--- src/hdl/lsp_pkg.sv ---
// ----------------------------------------------------------------------------
// lsp_pkg
// Shared types and constants for the contrast stretch and pseudocolor pipe.
// ----------------------------------------------------------------------------
package lsp_pkg;

  localparam int unsigned SampleW = 32;
  localparam int unsigned DiffW   = SampleW + 1;
  localparam int unsigned ProdW   = SampleW + DiffW;
  localparam int unsigned ChanW   = 8;
  localparam int unsigned RegIdxW = 3;

  // Register indexes of the configuration port.
  localparam logic [RegIdxW-1:0] REG_DOMAIN_LOW   = 3'd0;
  localparam logic [RegIdxW-1:0] REG_BREAK_LOW    = 3'd1;
  localparam logic [RegIdxW-1:0] REG_BREAK_HIGH   = 3'd2;
  localparam logic [RegIdxW-1:0] REG_DOMAIN_HIGH  = 3'd3;
  localparam logic [RegIdxW-1:0] REG_SLOPE_LOW    = 3'd4;
  localparam logic [RegIdxW-1:0] REG_SLOPE_MID    = 3'd5;
  localparam logic [RegIdxW-1:0] REG_SLOPE_HIGH   = 3'd6;
  localparam logic [RegIdxW-1:0] REG_PALETTE_MODE = 3'd7;

  // Stretch anchors (integer) and Q8.8 band edges.
  localparam logic [ChanW-1:0] BaseLow   = 8'd10;
  localparam logic [ChanW-1:0] BaseHigh  = 8'd245;
  localparam logic [ChanW-1:0] GreyLand  = 8'd128;
  localparam logic [ChanW-1:0] ChanFull  = 8'd255;
  localparam logic [15:0]      VMax      = 16'd65280;
  localparam logic [15:0]      V4Band1   = 16'd16320;
  localparam logic [15:0]      V4Band2   = 16'd32640;
  localparam logic [15:0]      V4Band3   = 16'd48960;
  localparam logic [15:0]      V3Band1   = 16'd21760;
  localparam logic [15:0]      V3Band2   = 16'd43520;

  typedef enum logic [1:0] {
    KIND_WHITE,
    KIND_GREY,
    KIND_BLACK,
    KIND_STRETCH
  } pix_kind_e;

  typedef struct packed {
    logic signed [SampleW-1:0] domain_low;
    logic signed [SampleW-1:0] break_low;
    logic signed [SampleW-1:0] break_high;
    logic signed [SampleW-1:0] domain_high;
    logic signed [SampleW-1:0] slope_low;
    logic signed [SampleW-1:0] slope_mid;
    logic signed [SampleW-1:0] slope_high;
    logic                      palette_mode;
  } cfg_t;

  typedef struct packed {
    pix_kind_e                 kind;
    logic [ChanW-1:0]          base;
    logic signed [SampleW-1:0] slope;
    logic signed [DiffW-1:0]   diff;
  } seg_t;

  typedef struct packed {
    pix_kind_e               kind;
    logic [ChanW-1:0]        base;
    logic signed [ProdW-1:0] prod;
  } prod_t;

endpackage

--- src/hdl/lsp_cfg_regs.sv ---
// ----------------------------------------------------------------------------
// lsp_cfg_regs
// Configuration register file written through the index/data channel.
// ----------------------------------------------------------------------------
module lsp_cfg_regs
  import lsp_pkg::*;
(
  input  logic               clk_i,
  input  logic               rst_ni,
  input  logic               cfg_valid_i,
  output logic               cfg_ready_o,
  input  logic [RegIdxW-1:0] cfg_index_i,
  input  logic [SampleW-1:0] cfg_data_i,
  output cfg_t               cfg_o
);

  cfg_t cfg_q, cfg_d;

  assign cfg_ready_o = 1'b1;

  always_comb begin
    cfg_d = cfg_q;
    if (cfg_valid_i) begin
      case (cfg_index_i)
        REG_DOMAIN_LOW:   cfg_d.domain_low   = cfg_data_i;
        REG_BREAK_LOW:    cfg_d.break_low    = cfg_data_i;
        REG_BREAK_HIGH:   cfg_d.break_high   = cfg_data_i;
        REG_DOMAIN_HIGH:  cfg_d.domain_high  = cfg_data_i;
        REG_SLOPE_LOW:    cfg_d.slope_low    = cfg_data_i;
        REG_SLOPE_MID:    cfg_d.slope_mid    = cfg_data_i;
        REG_SLOPE_HIGH:   cfg_d.slope_high   = cfg_data_i;
        REG_PALETTE_MODE: cfg_d.palette_mode = cfg_data_i[0];
        default:          cfg_d = cfg_q;
      endcase
    end
  end

  always_ff @(posedge clk_i or negedge rst_ni) begin
    if (!rst_ni) begin
      cfg_q <= '0;
    end else begin
      cfg_q <= cfg_d;
    end
  end

  assign cfg_o = cfg_q;

endmodule

--- src/hdl/lsp_seg_select.sv ---
// ----------------------------------------------------------------------------
// lsp_seg_select
// Input register, pixel classification and stretch segment selection.
// ----------------------------------------------------------------------------
module lsp_seg_select
  import lsp_pkg::*;
(
  input  logic               clk_i,
  input  logic               rst_ni,
  input  cfg_t               cfg_i,
  input  logic               in_valid_i,
  output logic               in_ready_o,
  input  logic [SampleW-1:0] sample_i,
  input  logic               sample_invalid_i,
  input  logic               cloud_i,
  input  logic               land_i,
  output logic               out_valid_o,
  input  logic               out_ready_i,
  output seg_t               out_o
);

  localparam logic signed [SampleW-1:0] SMax = {1'b0, {(SampleW-1){1'b1}}};
  localparam logic signed [SampleW-1:0] SMin = {1'b1, {(SampleW-1){1'b0}}};

  logic                      in_vld_q;
  logic signed [SampleW-1:0] sample_q;
  logic                      invalid_q, cloud_q, land_q;
  logic                      seg_vld_q;
  seg_t                      seg_q, seg_d;
  logic                      seg_ready;
  logic signed [SampleW-1:0] x1, x2;
  logic signed [DiffW-1:0]   s_ext, x1_ext, x2_ext;

  assign seg_ready  = !seg_vld_q || out_ready_i;
  assign in_ready_o = !in_vld_q || seg_ready;

  always_ff @(posedge clk_i or negedge rst_ni) begin
    if (!rst_ni) begin
      in_vld_q <= 1'b0;
    end else if (in_ready_o) begin
      in_vld_q <= in_valid_i;
    end
  end

  always_ff @(posedge clk_i) begin
    if (in_ready_o && in_valid_i) begin
      sample_q  <= sample_i;
      invalid_q <= sample_invalid_i;
      cloud_q   <= cloud_i;
      land_q    <= land_i;
    end
  end

  // Clamp the breakpoints one LSB inside the domain, saturating at the ends.
  always_comb begin
    x1 = cfg_i.break_low;
    if (cfg_i.break_low < cfg_i.domain_low) begin
      x1 = (cfg_i.domain_low == SMax) ? SMax : cfg_i.domain_low + 32'sd1;
    end
    x2 = cfg_i.break_high;
    if (cfg_i.break_high > cfg_i.domain_high) begin
      x2 = (cfg_i.domain_high == SMin) ? SMin : cfg_i.domain_high - 32'sd1;
    end
  end

  assign s_ext  = {sample_q[SampleW-1], sample_q};
  assign x1_ext = {x1[SampleW-1], x1};
  assign x2_ext = {x2[SampleW-1], x2};

  always_comb begin
    seg_d = '0;
    if (cloud_q) begin
      seg_d.kind = KIND_WHITE;
    end else if (land_q) begin
      seg_d.kind = KIND_GREY;
    end else if (invalid_q || sample_q < cfg_i.domain_low ||
                 sample_q > cfg_i.domain_high) begin
      seg_d.kind = KIND_BLACK;
    end else begin
      seg_d.kind = KIND_STRETCH;
    end

    if (sample_q < x1) begin
      seg_d.base  = BaseLow;
      seg_d.slope = cfg_i.slope_low;
      seg_d.diff  = s_ext - x1_ext;
    end else if (sample_q > x2) begin
      seg_d.base  = BaseHigh;
      seg_d.slope = cfg_i.slope_high;
      seg_d.diff  = s_ext - x2_ext;
    end else begin
      seg_d.base  = BaseLow;
      seg_d.slope = cfg_i.slope_mid;
      seg_d.diff  = s_ext - x1_ext;
    end
  end

  always_ff @(posedge clk_i or negedge rst_ni) begin
    if (!rst_ni) begin
      seg_vld_q <= 1'b0;
    end else if (seg_ready) begin
      seg_vld_q <= in_vld_q;
    end
  end

  always_ff @(posedge clk_i) begin
    if (seg_ready && in_vld_q) begin
      seg_q <= seg_d;
    end
  end

  assign out_valid_o = seg_vld_q;
  assign out_o       = seg_q;

endmodule

--- src/hdl/lsp_mult.sv ---
// ----------------------------------------------------------------------------
// lsp_mult
// Registered slope by offset product in Q32.
// ----------------------------------------------------------------------------
module lsp_mult
  import lsp_pkg::*;
(
  input  logic  clk_i,
  input  logic  rst_ni,
  input  logic  in_valid_i,
  output logic  in_ready_o,
  input  seg_t  in_i,
  output logic  out_valid_o,
  input  logic  out_ready_i,
  output prod_t out_o
);

  logic                    vld_q;
  prod_t                   prod_q;
  logic signed [ProdW-1:0] prod;

  assign in_ready_o = !vld_q || out_ready_i;
  assign prod       = in_i.slope * in_i.diff;

  always_ff @(posedge clk_i or negedge rst_ni) begin
    if (!rst_ni) begin
      vld_q <= 1'b0;
    end else if (in_ready_o) begin
      vld_q <= in_valid_i;
    end
  end

  always_ff @(posedge clk_i) begin
    if (in_ready_o && in_valid_i) begin
      prod_q.kind <= in_i.kind;
      prod_q.base <= in_i.base;
      prod_q.prod <= prod;
    end
  end

  assign out_valid_o = vld_q;
  assign out_o       = prod_q;

endmodule

--- src/hdl/lsp_palette.sv ---
// ----------------------------------------------------------------------------
// lsp_palette
// Q8.8 rounding, range check and palette lookup into the result register.
// ----------------------------------------------------------------------------
module lsp_palette
  import lsp_pkg::*;
(
  input  logic             clk_i,
  input  logic             rst_ni,
  input  logic             palette_mode_i,
  input  logic             in_valid_i,
  output logic             in_ready_o,
  input  prod_t            in_i,
  output logic             out_valid_o,
  input  logic             out_ready_i,
  output logic [ChanW-1:0] red_o,
  output logic [ChanW-1:0] green_o,
  output logic [ChanW-1:0] blue_o,
  output logic             range_warning_o
);

  localparam int unsigned ShW = ProdW - 24;
  localparam int unsigned VW  = ShW + 1;

  logic                    vld_q;
  logic [ChanW-1:0]        red_q, green_q, blue_q, red_d, green_d, blue_d;
  logic                    warn_q, warn_d;
  logic signed [ProdW-1:0] rnd;
  logic signed [ShW-1:0]   sh;
  logic signed [VW-1:0]    v;
  logic [15:0]             v16;
  logic [15:0]             d4;
  logic [17:0]             t3;
  logic [15:0]             d3;

  assign in_ready_o = !vld_q || out_ready_i;

  // Round to nearest Q8.8, ties toward plus infinity; the shift is a floor.
  assign rnd = in_i.prod + $signed({{(ProdW-24){1'b0}}, 24'h800000});
  assign sh  = rnd[ProdW-1:24];
  assign v   = $signed({sh[ShW-1], sh}) +
               $signed({{(VW-16){1'b0}}, in_i.base, 8'h00});
  assign v16 = v[15:0];

  always_comb begin
    red_d   = '0;
    green_d = '0;
    blue_d  = '0;
    warn_d  = 1'b0;
    d4      = '0;
    d3      = '0;
    t3      = '0;
    case (in_i.kind)
      KIND_WHITE: begin
        red_d   = ChanFull;
        green_d = ChanFull;
        blue_d  = ChanFull;
      end
      KIND_GREY: begin
        red_d   = GreyLand;
        green_d = GreyLand;
        blue_d  = GreyLand;
      end
      KIND_STRETCH: begin
        if (v[VW-1] || v > $signed({{(VW-16){1'b0}}, VMax})) begin
          warn_d = 1'b1;
        end else if (!palette_mode_i) begin
          if (v16 <= V4Band1) begin
            green_d = v16[13:6];
            blue_d  = ChanFull;
          end else if (v16 <= V4Band2) begin
            d4      = v16 - V4Band1;
            green_d = ChanFull;
            blue_d  = ChanFull - d4[13:6];
          end else if (v16 <= V4Band3) begin
            d4      = v16 - V4Band2;
            red_d   = ChanFull - d4[13:6];
            green_d = ChanFull;
          end else begin
            d4      = v16 - V4Band3;
            red_d   = ChanFull;
            green_d = ChanFull - d4[13:6];
          end
        end else begin
          if (v16 <= V3Band1) begin
            d3      = v16;
            t3      = {d3, 1'b0} + {2'b00, d3};
            red_d   = t3[15:8];
            green_d = ChanFull;
          end else begin
            d3      = (v16 <= V3Band2) ? v16 - V3Band1 : v16 - V3Band2;
            t3      = {d3, 1'b0} + {2'b00, d3};
            red_d   = ChanFull;
            green_d = ChanFull - t3[15:8];
          end
        end
      end
      default: begin
        red_d   = '0;
        green_d = '0;
        blue_d  = '0;
      end
    endcase
  end

  always_ff @(posedge clk_i or negedge rst_ni) begin
    if (!rst_ni) begin
      vld_q <= 1'b0;
    end else if (in_ready_o) begin
      vld_q <= in_valid_i;
    end
  end

  always_ff @(posedge clk_i) begin
    if (in_ready_o && in_valid_i) begin
      red_q   <= red_d;
      green_q <= green_d;
      blue_q  <= blue_d;
      warn_q  <= warn_d;
    end
  end

  assign out_valid_o     = vld_q;
  assign red_o           = red_q;
  assign green_o         = green_q;
  assign blue_o          = blue_q;
  assign range_warning_o = warn_q;

endmodule

--- src/hdl/linear_stretch_pseudocolor.sv ---
// ----------------------------------------------------------------------------
// linear_stretch_pseudocolor
// Three-segment contrast stretch of Q15.16 samples with a pseudocolor palette.
// ----------------------------------------------------------------------------
//   Channel   Signals                       Payload (lowest bit first)
//   s_axis    tvalid/tready/tdata/tuser     tdata: sample; tuser: invalid,
//                                           cloud, land
//   m_axis    tvalid/tready/tdata/tuser     tdata: red, green, blue;
//                                           tuser: range_warning
//   cfg       valid/ready/index/data        register index, write data
//
// One pixel is taken per clock while the output is not stalled, since every
// stage accepts a new pixel while it hands its own one on. After the input
// transfer the pixel passes the input, segment, product and result registers
// in turn, and the 32 by 33 bit slope multiplier has its own stage.
// Reset clears all configuration registers and empties every stage.
// A stall on the output holds each full stage; empty stages keep filling.
// ----------------------------------------------------------------------------
module linear_stretch_pseudocolor
  import lsp_pkg::*;
(
  input  logic               clk_i,
  input  logic               rst_ni,
  input  logic               s_axis_tvalid_i,
  output logic               s_axis_tready_o,
  input  logic [31:0]        s_axis_tdata_i,   // sample
  input  logic [2:0]         s_axis_tuser_i,   // sample_invalid, cloud, land
  output logic               m_axis_tvalid_o,
  input  logic               m_axis_tready_i,
  output logic [23:0]        m_axis_tdata_o,   // red, green, blue
  output logic               m_axis_tuser_o,   // range_warning
  input  logic               cfg_valid_i,
  output logic               cfg_ready_o,
  input  logic [RegIdxW-1:0] cfg_index_i,
  input  logic [SampleW-1:0] cfg_data_i
);

  cfg_t             cfg;
  logic             seg_valid, seg_ready;
  seg_t             seg;
  logic             prod_valid, prod_ready;
  prod_t            prod;
  logic [ChanW-1:0] red, green, blue;

  lsp_cfg_regs u_cfg (
    .clk_i       (clk_i),
    .rst_ni      (rst_ni),
    .cfg_valid_i (cfg_valid_i),
    .cfg_ready_o (cfg_ready_o),
    .cfg_index_i (cfg_index_i),
    .cfg_data_i  (cfg_data_i),
    .cfg_o       (cfg)
  );

  lsp_seg_select u_seg (
    .clk_i            (clk_i),
    .rst_ni           (rst_ni),
    .cfg_i            (cfg),
    .in_valid_i       (s_axis_tvalid_i),
    .in_ready_o       (s_axis_tready_o),
    .sample_i         (s_axis_tdata_i),
    .sample_invalid_i (s_axis_tuser_i[0]),
    .cloud_i          (s_axis_tuser_i[1]),
    .land_i           (s_axis_tuser_i[2]),
    .out_valid_o      (seg_valid),
    .out_ready_i      (seg_ready),
    .out_o            (seg)
  );

  lsp_mult u_mult (
    .clk_i       (clk_i),
    .rst_ni      (rst_ni),
    .in_valid_i  (seg_valid),
    .in_ready_o  (seg_ready),
    .in_i        (seg),
    .out_valid_o (prod_valid),
    .out_ready_i (prod_ready),
    .out_o       (prod)
  );

  lsp_palette u_pal (
    .clk_i           (clk_i),
    .rst_ni          (rst_ni),
    .palette_mode_i  (cfg.palette_mode),
    .in_valid_i      (prod_valid),
    .in_ready_o      (prod_ready),
    .in_i            (prod),
    .out_valid_o     (m_axis_tvalid_o),
    .out_ready_i     (m_axis_tready_i),
    .red_o           (red),
    .green_o         (green),
    .blue_o          (blue),
    .range_warning_o (m_axis_tuser_o)
  );

  assign m_axis_tdata_o = {blue, green, red};

endmodule
--- config.mk ---
export PLATFORM = sky130hd
export DESIGN_NAME = linear_stretch_pseudocolor
export DESIGN_NICKNAME = d
export VERILOG_FILES = /design/src/hdl/lsp_pkg.sv /design/src/hdl/lsp_cfg_regs.sv /design/src/hdl/lsp_seg_select.sv /design/src/hdl/lsp_mult.sv /design/src/hdl/lsp_palette.sv /design/src/hdl/linear_stretch_pseudocolor.sv
export SDC_FILE = /design/constraint.sdc
export NUM_CORES = 2
export LEC_CHECK = 0
export BUFFER_PORTS_ARGS = -buffer_cell sky130_fd_sc_hd__buf_2
export CAP_MARGIN = 30
export CORE_MARGIN = 2
export CORE_UTILIZATION = 35
export CTS_BUF_LIST = sky130_fd_sc_hd__clkbuf_8
export CTS_CLUSTER_SIZE = 14
export DETAILED_ROUTE_END_ITERATION = 10
export SLEW_MARGIN = 10
export SYNTH_ARGS = -nofsm -noshare
export SYNTH_HDL_FRONTEND = slang
export SYNTH_SLANG_ARGS = --single-unit
--- constraint.sdc ---
create_clock -name clk_i -period 9.11 [get_ports clk_i]
set_clock_uncertainty 0.05 [all_clocks]
set_input_delay 0.911 -clock clk_i [delete_from_list [all_inputs] [get_ports clk_i]]
set_output_delay 0.911 -clock clk_i [all_outputs]
set_load 0.02 [all_outputs]
==> results.sh <==
export IMPL_yosys_area_top_type="sky130_fd_sc_hd__fa_1"
export IMPL_detailroute_via_count=44090
export IMPL_die_y_um=426
export IMPL_synthMuxAreaShare=0.0472
export IMPL_yosys_top_cells_count="1133 x sky130_fd_sc_hd__inv_1, 1114 x sky130_fd_sc_hd__fa_1, 750 x sky130_fd_sc_hd__nand2_1"
export IMPL_setup_viol_count_final=0
export IMPL_dp_hpwl_um=138000
export IMPL_grt_max_degree=106
export IMPL_synth_enable_flop_cells=175
export IMPL_worst_ep_arrival_time_ns=9.11
export IMPL_finish_utilization=0.383
export IMPL_drtPass1Iterations=5
export IMPL_cts_repair_resized=0
export IMPL_hold_crit_class="input pin to asynchronous set/reset pin"
export IMPL_grt_antenna_before_repair=7
export IMPL_yosysTopAreaCellShare=0.358
export IMPL_tightest_pin_transition_ns=0.996
export IMPL_final_period_minus_worst_setup_slack_ns=8.66
export IMPL_routabilityCongestion=0.908
export IMPL_avgSynthCellArea_sq_um=9.81
export IMPL_setup_tns_final_ns=0
export IMPL_wire_per_inst_um=19.0
export IMPL_initial_core_util=0.353
export IMPL_global_route_overflow_total=0
export IMPL_area_growth_pct=8.72
export IMPL_postSynth_topFlopCell="sky130_fd_sc_hd__dfrtp_1"
export IMPL_initialDrtViolationCount=2779
export IMPL_synthTopCellsByArea="sky130_fd_sc_hd__fa_1 36%, sky130_fd_sc_hd__dfrtp_1 9.2%, sky130_fd_sc_hd__ha_1 8.7%"
export IMPL_status="complete, no violations"
export IMPL_fmaxAchievable_mhz=115
export IMPL_synth_seq_area_share=0.177
export IMPL_drc_errors=0
export IMPL_synthesis_instances=6342
export IMPL_synth_ff_latch_count=404
export IMPL_final_max_slew_violation_count=0
export IMPL_antenna_left=0
export IMPL_vias_in_the_first_global_route=46791
export IMPL_clock_path_buffers=3
export IMPL_grt_pass1_wl_um=265000
export IMPL_die_w_um=426
export IMPL_yosys_area_share_adder=0.445
export IMPL_number_of_distinct_library_cells_after_synthesis=82
export IMPL_routed_wl_um=167000
export IMPL_most_common_cell_in_the_synthesized_netlist="sky130_fd_sc_hd__inv_1"
export IMPL_max_slew_margin=0.336
export IMPL_syn_cell_area_sq_um=62200
export IMPL_cts_reportedPaths_clkPinSlew_ns=0.07
export IMPL_synth_top_family_by_area="adder cells"
export IMPL_synth_async_reset_ratio=0.567
export IMPL_numCtsBuffers=74
export IMPL_rsz0062_at_grt="false"
export IMPL_cts_root_buf="sky130_fd_sc_hd__clkbuf_8"
export IMPL_clock_sink_total=404
export IMPL_crit_type="flip-flop to flip-flop"
export IMPL_globalRouteTotalUtil=0.187
export IMPL_fillers=17520
export IMPL_synthesis_nets=7962
export IMPL_cap_violations=0
export IMPL_vias_per_cell=5.01
export IMPL_cts_max_level=3
export IMPL_fp_row_count=154
export IMPL_ys_warn_count=0
export IMPL_worst_endpoint_required_ns=9.55
export IMPL_synth_xor_area_share=0.0329
export IMPL_tritoncts_clock_tree="built"
export IMPL_hold_viol=0
export IMPL_placement_io_buffers=101
export IMPL_endpoint_kind="flip-flop"
export IMPL_layout_drive_gt1_share=0.0940
export IMPL_synth_compound_area_frac=0.0664
export IMPL_final_min_period_over_clock_period=0.951
export IMPL_clk_latency_ns=0.81
export IMPL_floorplan_io_pins=103
export IMPL_worst_setup_path_start_kind="flip-flop"
export IMPL_synthesized_area_fraction_occupied_by_and_or_nand_nor_cells=0.147
export IMPL_core_area_sq_um=176000
export IMPL_critical_path_max_fanout=18
export IMPL_finish_net_count=8016
export IMPL_die_area_sq_um=181000
export IMPL_cts_hold_fix_bufs=0
==> kinds of logic (layout without fill, tap and decap cells) <==
group           count (synthesis)  count (layout)
compound gates                655             655
mux                           269             269
other cells                     1               7
fa+ha+maj                    1545            1545
buf+inv                      1411            1524
xor+xnor                      234             234
flops                         404             404
simple gates                 1823            1823
==> flip-flops by register name, summed over array words and instances (netlist names) <==
register and cells:
u_cfg.cfg_o 225, u_seg.out_o 69, u_mult.out_o 46, u_seg.sample_q 32, u_pal.blue_o 8, u_pal.green_o 8, u_pal.red_o 8, u_mult.out_valid_o 1
u_pal.out_valid_o 1, u_pal.range_warning_o 1, u_seg.cloud_q 1, u_seg.in_vld_q 1, u_seg.invalid_q 1, u_seg.land_q 1, u_seg.out_valid_o 1
==> final cells by class <==
type	count	area, sq um	area share
timing repair buffer	256	1890	0.0279
tap	2340	2930	0.0433
clock inverter	45	340	0.00503
inverter	1133	4250	0.0629
multi-input combinational	4527	46000	0.680
sequential	404	11000	0.162
clock buffer	90	1240	0.0183
antenna	6	15.0	0.000222
==> metal layers <==
layer	vias to the layer above	share of wire	GRT usage
li1	20059	-	-
met1	22511	0.47	0.267
met2	1307	0.44	0.294
met3	213	0.069	0.0338
met4	0	0.022	0.0429
met5	-	0	0
==> final timing paths <==
path	startpoint	to	slack, ns	depth (start not counted)
max reg2reg	u_seg.out_o[45]$_DFFE_PP_	u_mult.out_o[64]$_DFFE_PP_	0.45	27
min	rst_ni	u_cfg.cfg_o[220]$_DFFE_PN0P_	0.14	1
min reg2reg	u_seg.in_vld_q$_DFFE_PN0N_	u_seg.out_valid_o$_DFFE_PN0P_	0.44	1
max	u_seg.out_o[45]$_DFFE_PP_	u_mult.out_o[64]$_DFFE_PP_	0.45	27
max in group asynchronous	rst_ni	u_cfg.cfg_o[54]$_DFFE_PN0P_	7.43	2
min in group clk_i	s_axis_tdata_i[28]	u_seg.sample_q[28]$_DFFE_PP_	0.23	1
==> critical path, cell delays in order, from the launching register on <==
cell	delay, ns
sky130_fd_sc_hd__edfxtp_1	0.85
sky130_fd_sc_hd__buf_4	0.32
sky130_fd_sc_hd__and2_1	0.18
sky130_fd_sc_hd__fa_1	0.45
sky130_fd_sc_hd__fa_1	0.51
sky130_fd_sc_hd__inv_1	0.07
sky130_fd_sc_hd__fa_1	0.51
sky130_fd_sc_hd__fa_1	0.55
sky130_fd_sc_hd__inv_1	0.07
sky130_fd_sc_hd__fa_1	0.56
sky130_fd_sc_hd__fa_1	0.43
sky130_fd_sc_hd__fa_1	0.49
sky130_fd_sc_hd__inv_1	0.05
sky130_fd_sc_hd__fa_1	0.47
sky130_fd_sc_hd__inv_1	0.04
sky130_fd_sc_hd__ha_1	0.33
sky130_fd_sc_hd__a21o_1	0.20
sky130_fd_sc_hd__a21o_1	0.17
sky130_fd_sc_hd__a21oi_1	0.24
sky130_fd_sc_hd__nand3b_1	0.13
sky130_fd_sc_hd__o211ai_1	0.41
sky130_fd_sc_hd__nand2_1	0.19
sky130_fd_sc_hd__a211oi_1	0.25
sky130_fd_sc_hd__buf_4	0.18
sky130_fd_sc_hd__o21ai_0	0.12
sky130_fd_sc_hd__a31o_2	0.27
sky130_fd_sc_hd__a21oi_1	0.17
sky130_fd_sc_hd__xnor2_1	0.08
==> cell usage in the layout, fill, tap and decap left out, types with 36 or more instances in the layout <==
cell type / netlist / routed
sky130_fd_sc_hd__nor2_1: 150 / 149
sky130_fd_sc_hd__buf_2: 3 / 100
sky130_fd_sc_hd__and2_1: 522 / 519
sky130_fd_sc_hd__nand2_1: 750 / 750
sky130_fd_sc_hd__dfrtp_1: 229 / 229
sky130_fd_sc_hd__nand4_1: 61 / 61
sky130_fd_sc_hd__a21o_1: 87 / 87
sky130_fd_sc_hd__mux2_2: 197 / 197
sky130_fd_sc_hd__ha_1: 431 / 431
sky130_fd_sc_hd__mux2i_1: 72 / 72
sky130_fd_sc_hd__inv_1: 1133 / 1155
sky130_fd_sc_hd__nand3_1: 80 / 80
sky130_fd_sc_hd__fa_1: 1114 / 1114
sky130_fd_sc_hd__buf_4: 2 / 137
sky130_fd_sc_hd__o21ai_0: 177 / 177
sky130_fd_sc_hd__nor3_1: 58 / 56
sky130_fd_sc_hd__edfxtp_1: 175 / 175
sky130_fd_sc_hd__clkbuf_8: 0 / 90
sky130_fd_sc_hd__a21oi_1: 159 / 159
sky130_fd_sc_hd__xor2_1: 60 / 60
sky130_fd_sc_hd__nand2b_1: 36 / 36
sky130_fd_sc_hd__xnor2_1: 174 / 174
==> what timing repair did <==
item / in CTS / in global routing
buffers inserted: 0 / 18
setup endpoints to repair: 0 / 3
endpoints found under the hold margin: 0 / 0
==> per-stage QoR <==
step	hold slack, ns	area (sq um)	setup WS, ns	cells
4_1_cts	0.124	67400	0.374	8773
6_report	0.140	67700	0.446	8801
5_1_grt	0.167	67700	0.00427	8799
3_3_place_gp	0.431	65800	0.475	8636
3_5_place_dp	0.431	65800	0.427	8638
2_1_floorplan	0.350	62200	1.12	6342
Power is not shown: default switching activity piles up to over one toggle a cycle in this logic, so the estimate is an artifact.
